`config.mk`:
```
export PLATFORM = sky130hd
export DESIGN_NAME = dmc_regs
export DESIGN_NICKNAME = d
export VERILOG_FILES = /design/src/design/dmc_pkg.sv /design/src/design/dmc_regs.sv
export SDC_FILE = /design/constraint.sdc
export NUM_CORES = 1
export LEC_CHECK = 0
export ABC_AREA = 1
export CAP_MARGIN = 20
export CORE_MARGIN = 2
export CORE_UTILIZATION = 30
export DETAILED_ROUTE_END_ITERATION = 10
export DONT_BUFFER_PORTS = 1
export GPL_TIMING_DRIVEN = 0
export PLACE_DENSITY = 0.52
export SYNTH_ARGS = -nofsm -noshare
export SYNTH_HDL_FRONTEND = slang
export SYNTH_SLANG_ARGS = --single-unit
export TNS_END_PERCENT = 20
```
`constraint.sdc`:
```
create_clock -name clk_i -period 0.8 [get_ports clk_i]
set_input_delay 0.08 -clock clk_i [delete_from_list [all_inputs] [get_ports clk_i]]
set_output_delay 0.08 -clock clk_i [all_outputs]
set_load 0.02 [all_outputs]
```
`src/design/dmc_pkg.sv`:
```
// Shared types and constants for the direct-mapped cache tag checker.
package dmc_pkg;

  localparam int unsigned AddrWidth  = 32;
  localparam int unsigned TagWidth   = 32;
  localparam int unsigned NumLines   = 16384;
  localparam int unsigned LineWidth  = $clog2(NumLines);
  localparam int unsigned CountWidth = 32;
  localparam int unsigned RegWidth   = 4;
  localparam int unsigned SplitWidth = 5;

  localparam logic [RegWidth-1:0] OffsetMax   = 4'd12;
  localparam logic [RegWidth-1:0] IndexMax    = 4'd14;
  localparam logic [RegWidth-1:0] OffsetReset = 4'd4;
  localparam logic [RegWidth-1:0] IndexReset  = 4'd8;

  // register decode on paddr[2]
  localparam logic RegOffset = 1'b0;
  localparam logic RegIndex  = 1'b1;

  typedef struct packed {
    logic [RegWidth-1:0] offset_bits;
    logic [RegWidth-1:0] index_bits;
  } cfg_t;

  typedef struct packed {
    logic                 clear;
    logic [LineWidth-1:0] clear_addr;
    logic                 capture;
    logic                 resolve;
  } cmd_t;

endpackage

```
`src/design/dmc_regs.sv`:
```
// Configuration registers behind the APB-style port.
module dmc_regs import dmc_pkg::*; (
  input  logic        clk_i,
  input  logic        rst_ni,
  input  logic        psel,
  input  logic        penable,
  input  logic        pwrite,
  input  logic [2:0]  paddr,
  input  logic [31:0] pwdata,
  output logic [31:0] prdata,
  output logic        pready,
  output cfg_t        cfg_o
);

  logic [RegWidth-1:0] offset_q, offset_d;
  logic [RegWidth-1:0] index_q, index_d;
  logic                wr_en;

  assign wr_en  = psel && penable && pwrite;
  assign pready = 1'b1;

  always_comb begin
    offset_d = offset_q;
    index_d  = index_q;
    if (wr_en) begin
      case (paddr[2])
        RegOffset: offset_d = pwdata[RegWidth-1:0];
        RegIndex:  index_d  = pwdata[RegWidth-1:0];
        default: ;
      endcase
    end
  end

  always_ff @(posedge clk_i or negedge rst_ni) begin
    if (!rst_ni) begin
      offset_q <= OffsetReset;
      index_q  <= IndexReset;
    end else begin
      offset_q <= offset_d;
      index_q  <= index_d;
    end
  end

  always_comb begin
    case (paddr[2])
      RegOffset: prdata = {{(32-RegWidth){1'b0}}, offset_q};
      RegIndex:  prdata = {{(32-RegWidth){1'b0}}, index_q};
      default:   prdata = '0;
    endcase
  end

  assign cfg_o.offset_bits = offset_q;
  assign cfg_o.index_bits  = index_q;

endmodule

```
; Word-level counts from Yosys, hierarchy flattened
; Index checks and enable logic that the tools add are counted.
[classes]
n_reduce_logical = 4
bitwise_logic = 1
n_mux = 1
[op_table]
columns = op, n
row1 = 32-bit case mux with 2 select lines, 1
row2 = 2-bit AND reduction, 2
row3 = 1-bit logical AND, 2
row4 = 1-bit NOT, 1
[totals]
word_cells = 8
inputBits = 40
output_inout_bits = 41
ff_bits = 8

; Longest topological paths before layout
[depth]
depth_word = 3
ltp_mapped = 5
ltp_nobuf = 4

; Least setup slack after synthesis
; OpenSTA, ideal clock, no wires.
[synth_path]
path_kind = reg-to-output
startpoint = register index_q[3]
endpoint = output port prdata[3]
path_stages_with_launch = 3
path_slack_ns = -0.079
arrival_ns = 0.799
path_cell_list = dfstp_2 > nand2_1 > nand2_1
[synth_via]
elab_chain_cells = 1
[synth_lines]
columns = element, line_no
row1 = start: declaration, dmc_regs.sv:16  ; logic [RegWidth-1:0] index_q, index_d;
row2 = start signal: assignment, dmc_regs.sv:37  ; index_q <= IndexReset;
row3 = start signal: assignment, dmc_regs.sv:40  ; index_q <= index_d;
row4 = 32-bit case mux with 2 select lines, dmc_regs.sv:45  ; case (paddr[2])
row5 = end: declaration, dmc_regs.sv:10  ; output logic [31:0] prdata,
; No other way between the ends. The select of a mux whose other input is x is not followed.

; Final worst setup path
[layout_path]
startpoint = register offset_q[2]
endpoint = output port prdata[2]
[layout_via]
elab_chain_cells = 1
[layout_lines]
columns = element, line_no
row1 = start: declaration, dmc_regs.sv:15  ; logic [RegWidth-1:0] offset_q, offset_d;
row2 = start signal: assignment, dmc_regs.sv:36  ; offset_q <= OffsetReset;
row3 = start signal: assignment, dmc_regs.sv:39  ; offset_q <= offset_d;
row4 = 32-bit case mux with 2 select lines, dmc_regs.sv:45
; No other way between the ends. The select of a mux whose other input is x is not followed.

==> out/results.ini <==
[final_layout]
multiInputGateArea_um2=315
area_growth_pct=39.2
antenna_cells=0
fin_nets=159
drive_above_1_share_pct=44.1
fill_cells=231
post-route-util_pct=44.6
stdcell_area_um2=875
regArea_um2=210

[grt]
grt_pass1_wl_um=2090
gr-total-overflow=0
grt_pass1_vias=409
grtUsageTotal_pct=11.6
grt_start_max_net_pins=11
antenna_found_initial=0

[worst_setup_path]
required_ns=0.72
critical_path.max_fanout=3
crit_type=reg2out
cp-end-kind=primary output
arrival_ns=1.04
start_kind=flop

[power_and_ir_drop]
p_comb_share_pct=32.0
sw_frac_of_total_pct=42.0
power_switching_uw=640
p_int_uw=884
pwr-share-seq_pct=44.8
p_clk_share_pct=23.2
ir_worst_vdd_uv=1160
powerDensity_nw_per_um2=1740
p_leak_uw=0.000504

[route]
wirelength_um=1340
vias=526
drt_iter0_markers=1
post_drt_wl_per_cell_um=9.24
via_per_inst=3.63
ant_nets=0
dr.pass1.iters=3
drc=0

[placed_design]
gp_congestion=0.681
post-dp-hpwl_um=1010
port_buffers=0
dpl_cell_area_um2=768

[floorplan]
rows=16
fp.coreArea_um2=1960
die_area_um2=2480
die_h_um=49.8
initial_core_util_pct=32.0
chipWidth_um=49.8
io_pins=81

[logic_synthesis]
synth-seq-cells=8
synth_top_area_cell=buf_4
synth_area_leaders=buf_4, dfrtp_1, nand2_1, dfstp_2, nand3_1
yosysUniqueCellTypes=12
yosysSeqAreaShare_pct=32.3
syn-mean-instance-area_um2=7.66
netlist_instances=82
synth_edf_count=0
syn_area_um2=628
yosysTopAreaCellShare_pct=34.7
async_flop_share_pct=100
yosys_warnings=0
synth_commonest_cells=buf_4, nand2_1, nand3_1
ys.flop_type=dfrtp_1

[sta]
rsz0062_at_grt=true
setup_violations=10
maxClockFrequency_mhz=892
final_max_slew_viol_count=0
hold_ws_ns=0.0370
finalHoldViolCount=0
setup_slack_ns=-0.321
fin_crit_sh_pct=140
finClkSkew_ns=0
fin_crit_ns=1.12

[clock_tree]
cts_sinks=8
cts_tree=built
cts_buffers=3
clk_pin_slew_ns=0.05
cts_buffer_depth=2
clk_latency_ns=0.27
cts_root_buf=clkbuf_4
htree_levels=1

[outcome]
status=finished with violations
violations=negative setup slack

[worst_hold_path]
hold_path_class=in2reg

[job]
maxCapViolations=0

==> worst max-delay path: stages (launching register included) <==
cell,delay (ns)
dfstp_2,0.61
nand2_2,0.09
nand2_4,0.09
==> area by class of cell <==
| type | instances | share of cell area (%) |
|---|---|---|
| plain buffers | 30 | 26.2 |
| well taps | 27 | 3.86 |
| repair buffers | 5 | 5.72 |
| flip-flops and latches | 8 | 24.0 |
| inverters | 2 | 1.14 |
| clock buffers | 4 | 3.00 |
| multi-input cells | 69 | 36.1 |
==> cell families after synthesis <==
family        synth area share, %
other cells                  1.20
buf+inv                      38.0
simple gates                 28.5
flops                        32.3
==> power by group through the flow <==
| stage | Sequential [µW] | Clock (µW) | Combinational [µW] |
|---|---|---|---|
| after floorplan | 651 | 0 | 405 |
| after global placement | 671 | 0 | 425 |
| after detailed placement | 673 | 0 | 430 |
| after CTS | 685 | 355 | 485 |
| after global routing | 699 | 398 | 533 |
| final | 683 | 354 | 488 |
==> sequential cells by signal (all words and copies together), names as in the netlist <==
signal	count
index_q	4
offset_q	4
==> worst paths after layout <==
kind	from	endpoint	slack, ns	depth (start not counted)
max in group asynchronous	rst_ni	offset_q[2]$_DFFE_PN1P_	0.34	1
min in group asynchronous	rst_ni	index_q[1]$_DFFE_PN0P_	0.15	1
worst min-delay path	pwrite	offset_q[2]$_DFFE_PN1P_	0.04	4
worst min register to register	offset_q[2]$_DFFE_PN1P_	offset_q[2]$_DFFE_PN1P_	0.52	2
worst max-delay path	offset_q[2]$_DFFE_PN1P_	prdata[2]	-0.32	2
worst max register to register	index_q[3]$_DFFE_PN1P_	index_q[3]$_DFFE_PN1P_	0.01	2
==> through the flow <==
stage / TNS [ns] / worst slack [ns] / total power (µW) / std cells
after floorplan: -0.0799 / -0.0399 / 1060 / 109
after detailed placement: -0.146 / -0.0732 / 1100 / 136
after global placement: -0.131 / -0.0720 / 1100 / 136
final: -1.40 / -0.321 / 1520 / 145
after CTS: -1.43 / -0.335 / 1530 / 145
after global routing: -1.86 / -0.362 / 1630 / 145
==> repair_timing <==
action	CTS	global route
hold buffers	5	0
gates resized for setup	13	0
hold endpoints to repair	16	0
setup endpoints to repair	12	14
setup buffers	0	0
pin swaps	4	3
==> placed cells by master (no fill, tap or decap) <==
cell,count
buf_4,29
conb_1,29
nand2_1,22
nand3_1,8
dfrtp_2,6
nand2_2,5
dlygate4sd3_1,5
clkbuf_4,3
nand2_4,2
dfstp_2,2
buf_6,1
inv_4,1
nand4_2,1
inv_2,1
nor2_4,1
nand4_1,1
clkbuf_1,1
==> metal layers <==
| layer | track usage [%] | wire (µm) | vias up |
|---|---|---|---|
| met5 | 0 | 0 | - |
| met2 | 17.3 | 643 | 34 |
| met1 | 13.1 | 496 | 219 |
| met3 | 6.06 | 172 | 3 |
| met4 | 6.94 | 27 | 0 |
| li1 | - | - | 270 |
(Power assumes the default switching activity.)
