**config.mk**
```make
export PLATFORM = sky130hd
export DESIGN_NAME = dmc_ctrl
export DESIGN_NICKNAME = d
export VERILOG_FILES = /design/src/design/dmc_pkg.sv /design/src/design/dmc_ctrl.sv
export SDC_FILE = /design/constraint.sdc
export NUM_CORES = 1
export LEC_CHECK = 0
export BUFFER_PORTS_ARGS = -buffer_cell sky130_fd_sc_hd__buf_2
export CAP_MARGIN = 20
export CORE_ASPECT_RATIO = 0.9
export CORE_UTILIZATION = 45
export DETAILED_ROUTE_END_ITERATION = 16
export PLACE_DENSITY = 0.74
export REMOVE_ABC_BUFFERS = 1
export SYNTH_ARGS = -nofsm -noshare
export SYNTH_HDL_FRONTEND = slang
export SYNTH_SLANG_ARGS = --single-unit
```
**constraint.sdc**
```tcl
create_clock -name clk_i -period 1.35 [get_ports clk_i]
set_input_delay 0.135 -clock clk_i [delete_from_list [all_inputs] [get_ports clk_i]]
set_output_delay 0.135 -clock clk_i [all_outputs]
set_load 0.01 [all_outputs]
```
**src/design/dmc_pkg.sv**
```systemverilog
// Shared types and constants for the direct-mapped cache tag checker.
package dmc_pkg;

  localparam int unsigned AddrWidth  = 32;
  localparam int unsigned TagWidth   = 32;
  localparam int unsigned NumLines   = 16384;
  localparam int unsigned LineWidth  = $clog2(NumLines);
  localparam int unsigned CountWidth = 32;
  localparam int unsigned RegWidth   = 4;
  localparam int unsigned SplitWidth = 5;

  localparam logic [RegWidth-1:0] OffsetMax   = 4'd12;
  localparam logic [RegWidth-1:0] IndexMax    = 4'd14;
  localparam logic [RegWidth-1:0] OffsetReset = 4'd4;
  localparam logic [RegWidth-1:0] IndexReset  = 4'd8;

  // register decode on paddr[2]
  localparam logic RegOffset = 1'b0;
  localparam logic RegIndex  = 1'b1;

  typedef struct packed {
    logic [RegWidth-1:0] offset_bits;
    logic [RegWidth-1:0] index_bits;
  } cfg_t;

  typedef struct packed {
    logic                 clear;
    logic [LineWidth-1:0] clear_addr;
    logic                 capture;
    logic                 resolve;
  } cmd_t;

endpackage

```
**src/design/dmc_ctrl.sv**
```systemverilog
// Controller: clearing pass after reset, then lookup sequencing per item.
module dmc_ctrl import dmc_pkg::*; (
  input  logic clk_i,
  input  logic rst_ni,
  input  logic start,
  output logic busy,
  output logic done_o,
  output cmd_t cmd_o
);

  typedef enum logic [1:0] {
    S_CLEAR,
    S_IDLE,
    S_LOOKUP
  } state_e;

  state_e               state_q, state_d;
  logic [LineWidth-1:0] clr_q, clr_d;
  logic                 done_q, done_d;

  always_comb begin
    state_d = state_q;
    clr_d   = clr_q;
    done_d  = 1'b0;
    case (state_q)
      S_CLEAR: begin
        clr_d = clr_q + 1'b1;
        if (clr_q == LineWidth'(NumLines - 1)) begin
          state_d = S_IDLE;
        end
      end
      S_IDLE: begin
        if (start) begin
          state_d = S_LOOKUP;
        end
      end
      S_LOOKUP: begin
        done_d  = 1'b1;
        state_d = S_IDLE;
      end
      default: state_d = S_IDLE;
    endcase
  end

  always_ff @(posedge clk_i or negedge rst_ni) begin
    if (!rst_ni) begin
      state_q <= S_CLEAR;
      clr_q   <= '0;
      done_q  <= 1'b0;
    end else begin
      state_q <= state_d;
      clr_q   <= clr_d;
      done_q  <= done_d;
    end
  end

  assign busy   = (state_q != S_IDLE);
  assign done_o = done_q;

  assign cmd_o.clear      = (state_q == S_CLEAR);
  assign cmd_o.clear_addr = clr_q;
  assign cmd_o.capture    = (state_q == S_IDLE) && start;
  assign cmd_o.resolve    = (state_q == S_LOOKUP);

endmodule

```
======== After elaboration in Yosys (flattened, before gate mapping) ========
Index checks and enable logic that the tools add are counted.
word-level totals
  bits in registers ....................... 17
  latch bits .............................. 0
  memory bits (writable) .................. 0
  ROM bits ................................ 0
  output and inout bits ................... 19
  memories ................................ 0
cells by class
  add/subtract/negate cells ............... 1
  multipliers ............................. 0
  div/mod/pow operators ................... 0
  magnitude comparators ................... 0
  equal/unequal tests ..................... 6
  shift-type cells ........................ 0
  mux-type cells .......................... 4
  bitwise operators ....................... 0
  reductions and logical operators ........ 3
operator list
  operator                                                                  count
  14-bit by 1-bit adder with 14-bit output (second input constant)          1
  14-bit equality test (second input constant)                              1
  2-bit 2-to-1 mux                                                          2
  2-bit by 1-bit inequality test with 1-bit output (second input constant)  2
  2-bit case mux with 2 select lines                                        1
  2-bit by 1-bit equality test with 1-bit output (second input constant)    1
  2-bit equality test (second input constant)                               1
  2-bit logical NOT                                                         1
  2-bit inequality test (second input constant)                             1
  2-bit AND reduction                                                       1
  1-bit logical AND                                                         1
  1-bit 2-to-1 mux                                                          1

======== Logic depth before layout (Yosys ltp) ========
Gate-level depths: netlist (run 1).
  word-level depth ........................ 3
  mapped depth ............................ 4
  mapped depth without buffers ............ 4

======== Worst setup path after synthesis (run 1) ========
OpenSTA, ideal clock, no wires.
  path type ............................... reg2reg
  start point ............................. register clr_q[0]
  end point ............................... register clr_q[10]
  setup time .............................. 0.079 ns
  data arrival time ....................... 1.263 ns
  data required time ...................... 1.271 ns
  slack ................................... 0.007 ns
  stages on the path, launching flop included .. 5
  period minus slack after synthesis ...... 1.343 ns
  path through ............................ dfrtp_1 ha_1 nand4b_4 nor4_2 xor2_1
on the way
  longest elaborated chain between the ends .. 1
RTL lines
  element                                   line            source
  start, declared                           dmc_ctrl.sv:18  logic [LineWidth-1:0] clr_q, clr_d;
  start signal, assigned                    dmc_ctrl.sv:52  clr_q <= clr_d;
  14-bit by 1-bit adder with 14-bit output  dmc_ctrl.sv:27  clr_d = clr_q + 1'b1;
Every way passes these cells.
A chain may end at the register's enable or synchronous reset.

======== Final worst setup path (run 1) ========
  start point ............................. register state_q[0]
  end point ............................... register clr_q[11]
on the way
  longest elaborated chain between the ends .. 1
RTL lines
  element                 line            source
  start, declared         dmc_ctrl.sv:17  state_e state_q, state_d;
  start signal, assigned  dmc_ctrl.sv:51  state_q <= state_d;
  2-bit logical NOT       dmc_ctrl.sv:25  case (state_q)
Every way passes these cells.

==> results of run 1 <==
-- timing repair --
item,in CTS,in global routing
hold buffers,1,0
hold endpoints to repair,17,0
setup endpoints to repair,1,5
pin swaps,0,1
resized for setup,1,3
-- synth_stat cells, drive strengths merged --
| master | n |
|---|---|
| a211o | 1 |
| buf | 2 |
| dfrtp | 17 |
| ha | 1 |
| inv | 2 |
| mux2 | 1 |
| nand2 | 5 |
| nand2b | 2 |
| nand3 | 2 |
| nand4 | 4 |
| nand4b | 2 |
| nand4bb | 1 |
| nor2 | 4 |
| nor2b | 1 |
| nor3 | 3 |
| nor4 | 7 |
| xnor2 | 3 |
| xor2 | 10 |
-- cell families after synthesis --
family | share of synthesized area [%]
simple gates | 30.7
flops | 49.3
xor+xnor | 13.2
buf+inv | 3.04
compound gates | 1.01
mux | 1.30
fa+ha+maj | 1.45
-- sequential cells by signal, summed over array words and instances, names as in the netlist --
signal and count:
done_o 1, state_q 2, clr_q 14
-- final timing paths --
kind	start	to	slack, ns	cells after the start
max	state_q[0]	clr_q[11]	0.06	3
min in group asynchronous	rst_ni	clr_q[0]	0.29	2
min	start	state_q[1]	0.11	3
max in group asynchronous	rst_ni	state_q[0]	0.77	2
max reg2reg	state_q[0]	clr_q[11]	0.06	3
min reg2reg	clr_q[12]	clr_q[12]	0.49	1
-- through the flow --
stage	total power, W	hold WS [ns]	cells	TNS, ns	instance area (um^2)
detailed placement	0.00154	0.0715	118	0	1030
floorplan	0.00121	-0.161	66	0	845
CTS	0.00180	0.112	123	0	1070
global route	0.00192	0.114	123	-0.0610	1080
finish	0.00178	0.108	123	0	1080
global placement	0.00151	0.0700	118	0	1030
-- where the power goes --
group | internal [W] | leakage, nW | switching (W)
Clock | 0.000115 | 0.0150 | 0.000137
Combinational | 0.000358 | 0.319 | 0.000393
Sequential | 0.000629 | 0.220 | 0.000150
-- cell type report --
type	count	share of cell area, %
clock buffers	4	2.44
inverters	2	0.696
multi-input cells	47	38.9
flip-flops and latches	17	39.7
well taps	24	2.78
repair buffers	29	15.5
-- worst max-delay path, cell delays in order (launching register included) --
cell	delay, ns
dfrtp_2	0.46
nand4bb_4	0.31
nor4_2	0.27
xor2_1	0.17
-- layout by cell type (no fill, tap or decap) --
| cell type | netlist | layout |
|---|---|---|
| mux2_2 | 1 | 1 |
| nor4_4 | 1 | 1 |
| nand3_4 | 1 | 1 |
| buf_2 | 0 | 21 |
| nand3_1 | 1 | 1 |
| nor4_1 | 1 | 1 |
| buf_4 | 1 | 7 |
| a211o_1 | 1 | 1 |
| nand4bb_4 | 1 | 1 |
| dfrtp_1 | 17 | 15 |
| ha_1 | 1 | 1 |
| nand4_1 | 4 | 4 |
| nor2_4 | 0 | 1 |
| dfrtp_2 | 0 | 2 |
| nand4b_4 | 1 | 1 |
| dlygate4sd3_1 | 0 | 1 |
| inv_1 | 2 | 2 |
| nor3_1 | 3 | 3 |
| nand2b_1 | 2 | 2 |
| clkbuf_4 | 0 | 3 |
| nor2_1 | 4 | 3 |
| nand4b_1 | 1 | 1 |
| nand2_1 | 5 | 5 |
| clkbuf_1 | 0 | 1 |
| xor2_1 | 10 | 10 |
| nor2b_1 | 1 | 1 |
| xnor2_1 | 3 | 3 |
| nor4_2 | 5 | 5 |
-- routing by layer --
layer	vias to the layer above	share of wire [%]	wire, um
li1	300	-	-
met1	301	45	706
met2	20	48	769
met3	4	5.4	85
met4	0	1.5	24
met5	-	0	0
==> flow_summary_export.csv, run 1 <==
group,metric,value,unit
clock_tree,buffer_type_at_the_clock_tree_root,"clkbuf_4",
sta,timing_max_transition_violations_final,0,
cells_and_area,antenna-diode-count,0,
grt,grt.met3_usage,6.67,%
grt,grt.overflow.total,0,
yosys,synthCells,68,
setup_path,critical_path_peak_fanout,6,
routing,drcViolationCount,0,
setup_path,timing.critical_path.arrival,1.50,ns
floorplan,start_util,49.8,%
status,run_status,"completed",
floorplan,ioPinCount,22,
routing,drt-initial-drc-count,3,
routing,drt-total-wl,1590,um
clock_tree,clkSinkCount,17,
routing,routed_length_per_placed_instance,12.9,um
grt,grt_usage,17.3,%
grt,initial_antenna_violation_count,0,
yosys,synth_cell_types,23,
cells_and_area,sequential_standard_cell_area,428,um^2
placement,pre_cts_slack,0.0605,ns
routing,drtPass1Iterations,4,
clock_tree,clkTransAtPathRegs,0.08,ns
pwr,leakagePower,0.554,nW
yosys,ys_seq_elements,17,
cells_and_area,fillCellCount,153,
flow_run,max_cap_violations,0,
cells_and_area,post_route_cells_drive_above_1_share,44.4,%
grt,first_global_vias,596,
min_path,hp-class,"input port to register",
cells_and_area,area_growth_syn_to_layout,24.9,%
clock_tree,clk-insertion-delay-late,0.28,ns
yosys,synth_area_leaders,"dfrtp_1, xor2_1, nor4_2, nand4bb_4, xnor2_1",
setup_path,crit_required,1.56,ns
yosys,synthDominantAreaCellType,"dfrtp_1",
floorplan,die_y,43.6,um
floorplan,die_area,0.00210,mm^2
clock_tree,cts-buffers-inserted,3,
pwr,power_per_cell_area,1650,mW/mm^2
setup_path,critical_path.endpoint_type,"register",
placement,detailed_place_hpwl,1260,um
sta,slew_headroom,75.3,%
grt,largest_net_degree_at_the_start_of_global_routing,18,
yosys,synthDominantCellAreaShare,49.3,%
clock_tree,tritoncts_clock_tree,"yes",
cells_and_area,finalNetCount,104,
floorplan,dieWidth,48.2,um
routing,route.vias.total,625,
grt,grt_first_pass_wirelength,2510,um
routing,vias_per_cell,5.08,
setup_path,worstSetupPathType,"register to register",
placement,gp_congestion,0.796,
yosys,syn_avg_cell_area,12.7,um^2
floorplan,fp-row-count,14,
yosys,synth-seq-area-share,49.3,%
sta,finalWorstSetupSlack,0.0598,ns
grt,groute.layer.met2.usage,26.7,%
clock_tree,cts_setup_buffers,0,
floorplan,core_area,0.00173,mm^2
yosys,yosys_warnings,0,
sta,finalCritPeriodShare,95.6,%
placement,portBuffers,21,
yosys,synthesis.area,863,um^2
clock_tree,clk_path_buf_depth,2,
grt,grt.met1_usage,22.2,%
sta,finalHoldViolCount,0,
cells_and_area,layout.core_utilization,62.2,%
sta,max_freq,775,MHz
grt,grt_peak_use_layer,"met2",
pwr,peakVddDrop,0.911,mV
routing,antenna_left,0,
sta,grt_setup_unrepaired,"true",
setup_path,worst_setup_path_start_kind,"register",
sta,final.min_clock_period,1.29,ns
sta,setup_viol,0,
cells_and_area,multiInputGateArea,419,um^2
sta,clock-skew-final,0.00192,ns
clock_tree,h_tree_lvl_count,1,
sta,tightest_slew,0.370,ns
Note: power is estimated with default switching activity, not from simulation.
==> run 2, diff against run 1 <==
--- a/config.mk
+++ b/config.mk
@@ -11,4 +11,5 @@
 export CORE_UTILIZATION = 45
 export DETAILED_ROUTE_END_ITERATION = 16
+export GPL_TIMING_DRIVEN = 0
 export PLACE_DENSITY = 0.74
 export REMOVE_ABC_BUFFERS = 1
==> constraint.sdc (replaced) <==
create_clock -name clk_i -period 1.35 [get_ports clk_i]
set_input_delay 0.0675 -clock clk_i [delete_from_list [all_inputs] [get_ports clk_i]]
set_output_delay 0.0675 -clock clk_i [all_outputs]
set_load 0.01 [all_outputs]
==> flow_summary_export.csv, run 2 (same netlist as run 1, synthesis figures left out) <==
group,metric,value,unit
setup_path,cp_slowest_stage_delay,0.40,ns
placement,detailed_place_hpwl,1070,um
pwr,power_frac_comb,39.7,%
grt,initial_antenna_violation_count,0,
floorplan,ioPinCount,22,
pwr,switchingPower,0.000733,W
pwr,power.share.clock,14.7,%
setup_path,worstRegToRegCells,4,
clock_tree,buffer_type_at_the_clock_tree_root,"clkbuf_4",
routing,drt-total-wl,1690,um
floorplan,die_y,43.6,um
setup_path,crit_path_top_delay_cell,"dfrtp_2",
clock_tree,clkSinkCount,17,
cells_and_area,largest_register,"clr_q",
clock_tree,h_tree_lvl_count,1,
clock_tree,cts-buffers-inserted,3,
setup_path,critical_path_peak_fanout,6,
cells_and_area,layout_commonest_cell,"buf_2",
grt,first_global_vias,525,
grt,grt_usage,17.2,%
cells_and_area,finalNetCount,102,
routing,drt-initial-drc-count,6,
floorplan,fp-row-count,14,
floorplan,die_area,0.00210,mm^2
routing,vias_per_cell,5.26,
placement,placedInstanceArea,980,um^2
grt,grt_first_pass_wirelength,2410,um
sta,finalCritPeriodShare,95.4,%
clock_tree,tritoncts_clock_tree,"yes",
placement,pre_cts_slack,-0.0548,ns
setup_path,regToRegSetupSlack,0.06,ns
setup_path,crit_required,1.58,ns
floorplan,core_area,0.00173,mm^2
flow_run,max_cap_violations,0,
routing,routed_length_per_placed_instance,14.0,um
clock_tree,clk-insertion-delay-late,0.29,ns
floorplan,dieWidth,48.2,um
clock_tree,clkTransAtPathRegs,0.10,ns
sta,finalHoldViolCount,0,
sta,setup_viol,0,
setup_path,critical_path.endpoint_type,"register",
sta,slew_headroom,75.2,%
setup_path,timing.critical_path.arrival,1.51,ns
floorplan,start_util,49.8,%
grt,largest_net_degree_at_the_start_of_global_routing,18,
min_path,whs_path_depth,3,
setup_path,worst_path_cell_trace,"ha_4 > nand4b_4 > nor4_4 > xor2_1",
setup_path,worstSetupPathType,"register to register",
setup_path,critical_path_buf_inv_count,0,
cells_and_area,finalNonFillerCells,121,
setup_path,worst_setup_path_start_kind,"register",
pwr,power_per_cell_area,1640,mW/mm^2
setup_path,cp_num_cells,4,
sta,final.min_clock_period,1.29,ns
status,run_status,"completed",
pwr,power_report.internal_total,0.00108,W
sta,max_freq,777,MHz
pwr,reg_power_share,45.6,%
sta,grt_setup_unrepaired,"true",
pwr,power.share.switching,40.3,%
grt,grt.overflow.total,0,
sta,clock-skew-final,0.00992,ns
routing,drcViolationCount,0,
placement,portBuffers,21,
sta,timing_max_transition_violations_final,0,
pwr,leakagePower,0.573,nW
routing,route.vias.total,637,
min_path,hp-class,"input port to register",
sta,tightest_slew,0.372,ns
setup_path,cp_top_family,"simple AND/OR/NAND/NOR gates",
cells_and_area,post_route_cells_drive_above_1_share,49.5,%
cells_and_area,layout_common_cells,"buf_2, dfrtp_1, xor2_1",
cells_and_area,antenna-diode-count,0,
placement,gp_congestion,0.764,
cells_and_area,finish.instance_area,0.00111,mm^2
clock_tree,clk_path_buf_depth,2,
sta,finalWorstSetupSlack,0.0625,ns
pwr,peakVddDrop,1.08,mV
routing,drtPass1Iterations,4,
cells_and_area,largest_reg_flops,14,
routing,antenna_left,0,
placement,place.detailed.instances,111,
cells_and_area,area_growth_syn_to_layout,28.1,%
[run 2: area by class of cell]
class                   instances  area [um^2]
flip-flops and latches         17          432
clock buffers                   3         22.5
inverters                       2         7.51
fillers                       140          628
well taps                      24         30.0
clock inverters                 1         5.00
repair buffers                 27          150
multi-input cells              47          459
[run 2: worst paths after layout]
path / start / to
setup / recovery: clr_q[0] / clr_q[8]
hold / removal: start / state_q[1]
setup reg to reg: clr_q[0] / clr_q[8]
hold reg to reg: clr_q[12] / clr_q[12]
max in group asynchronous: rst_ni / state_q[0]
min in group asynchronous: rst_ni / clr_q[9]
[run 2: power by group through the flow]
stage	Clock, W	Sequential, W	Combinational (W)
2_1_floorplan	0	0.000874	0.000336
3_3_place_gp	0	0.000846	0.000559
3_5_place_dp	0	0.000849	0.000571
4_1_cts	0.000284	0.000809	0.000667
5_1_grt	0.000303	0.000853	0.000785
6_report	0.000268	0.000829	0.000722
[run 2: tightest hold or removal path: cells and delay by family]
family        cells  cell delay (ns)
buf+inv           2             0.16
simple gates      1             0.05
[run 2: stage by stage]
stage	power (W)	utilization (%)	TNS [ns]	hold WS [ns]
detailed placement	0.00142	56.5	-0.128	0.0124
floorplan	0.00121	-	0	-0.228
global placement	0.00140	56.5	-0.112	0.00325
finish	0.00182	63.8	0	0.0339
CTS	0.00176	60.2	0	0.0265
global route	0.00194	63.8	-0.00366	0.0450
[run 2: repair_timing]
action / in CTS / in global routing
hold endpoints to repair: 17 / 0
setup buffers: 2 / 3
resized for setup: 4 / 9
gates cloned: 0 / 0
hold buffers: 1 / 0
pin swaps: 0 / 4
endpoints found under the setup margin: 5 / 4
[run 2: routing by layer]
layer  vias to the layer above  global-route usage (%)  wire length (um)
met5                         -                       0                 0
met4                         0                    5.00                18
met3                         2                    7.50                86
met2                        19                    23.2               850
met1                       318                    24.9               735
li1                        298                       -                 -
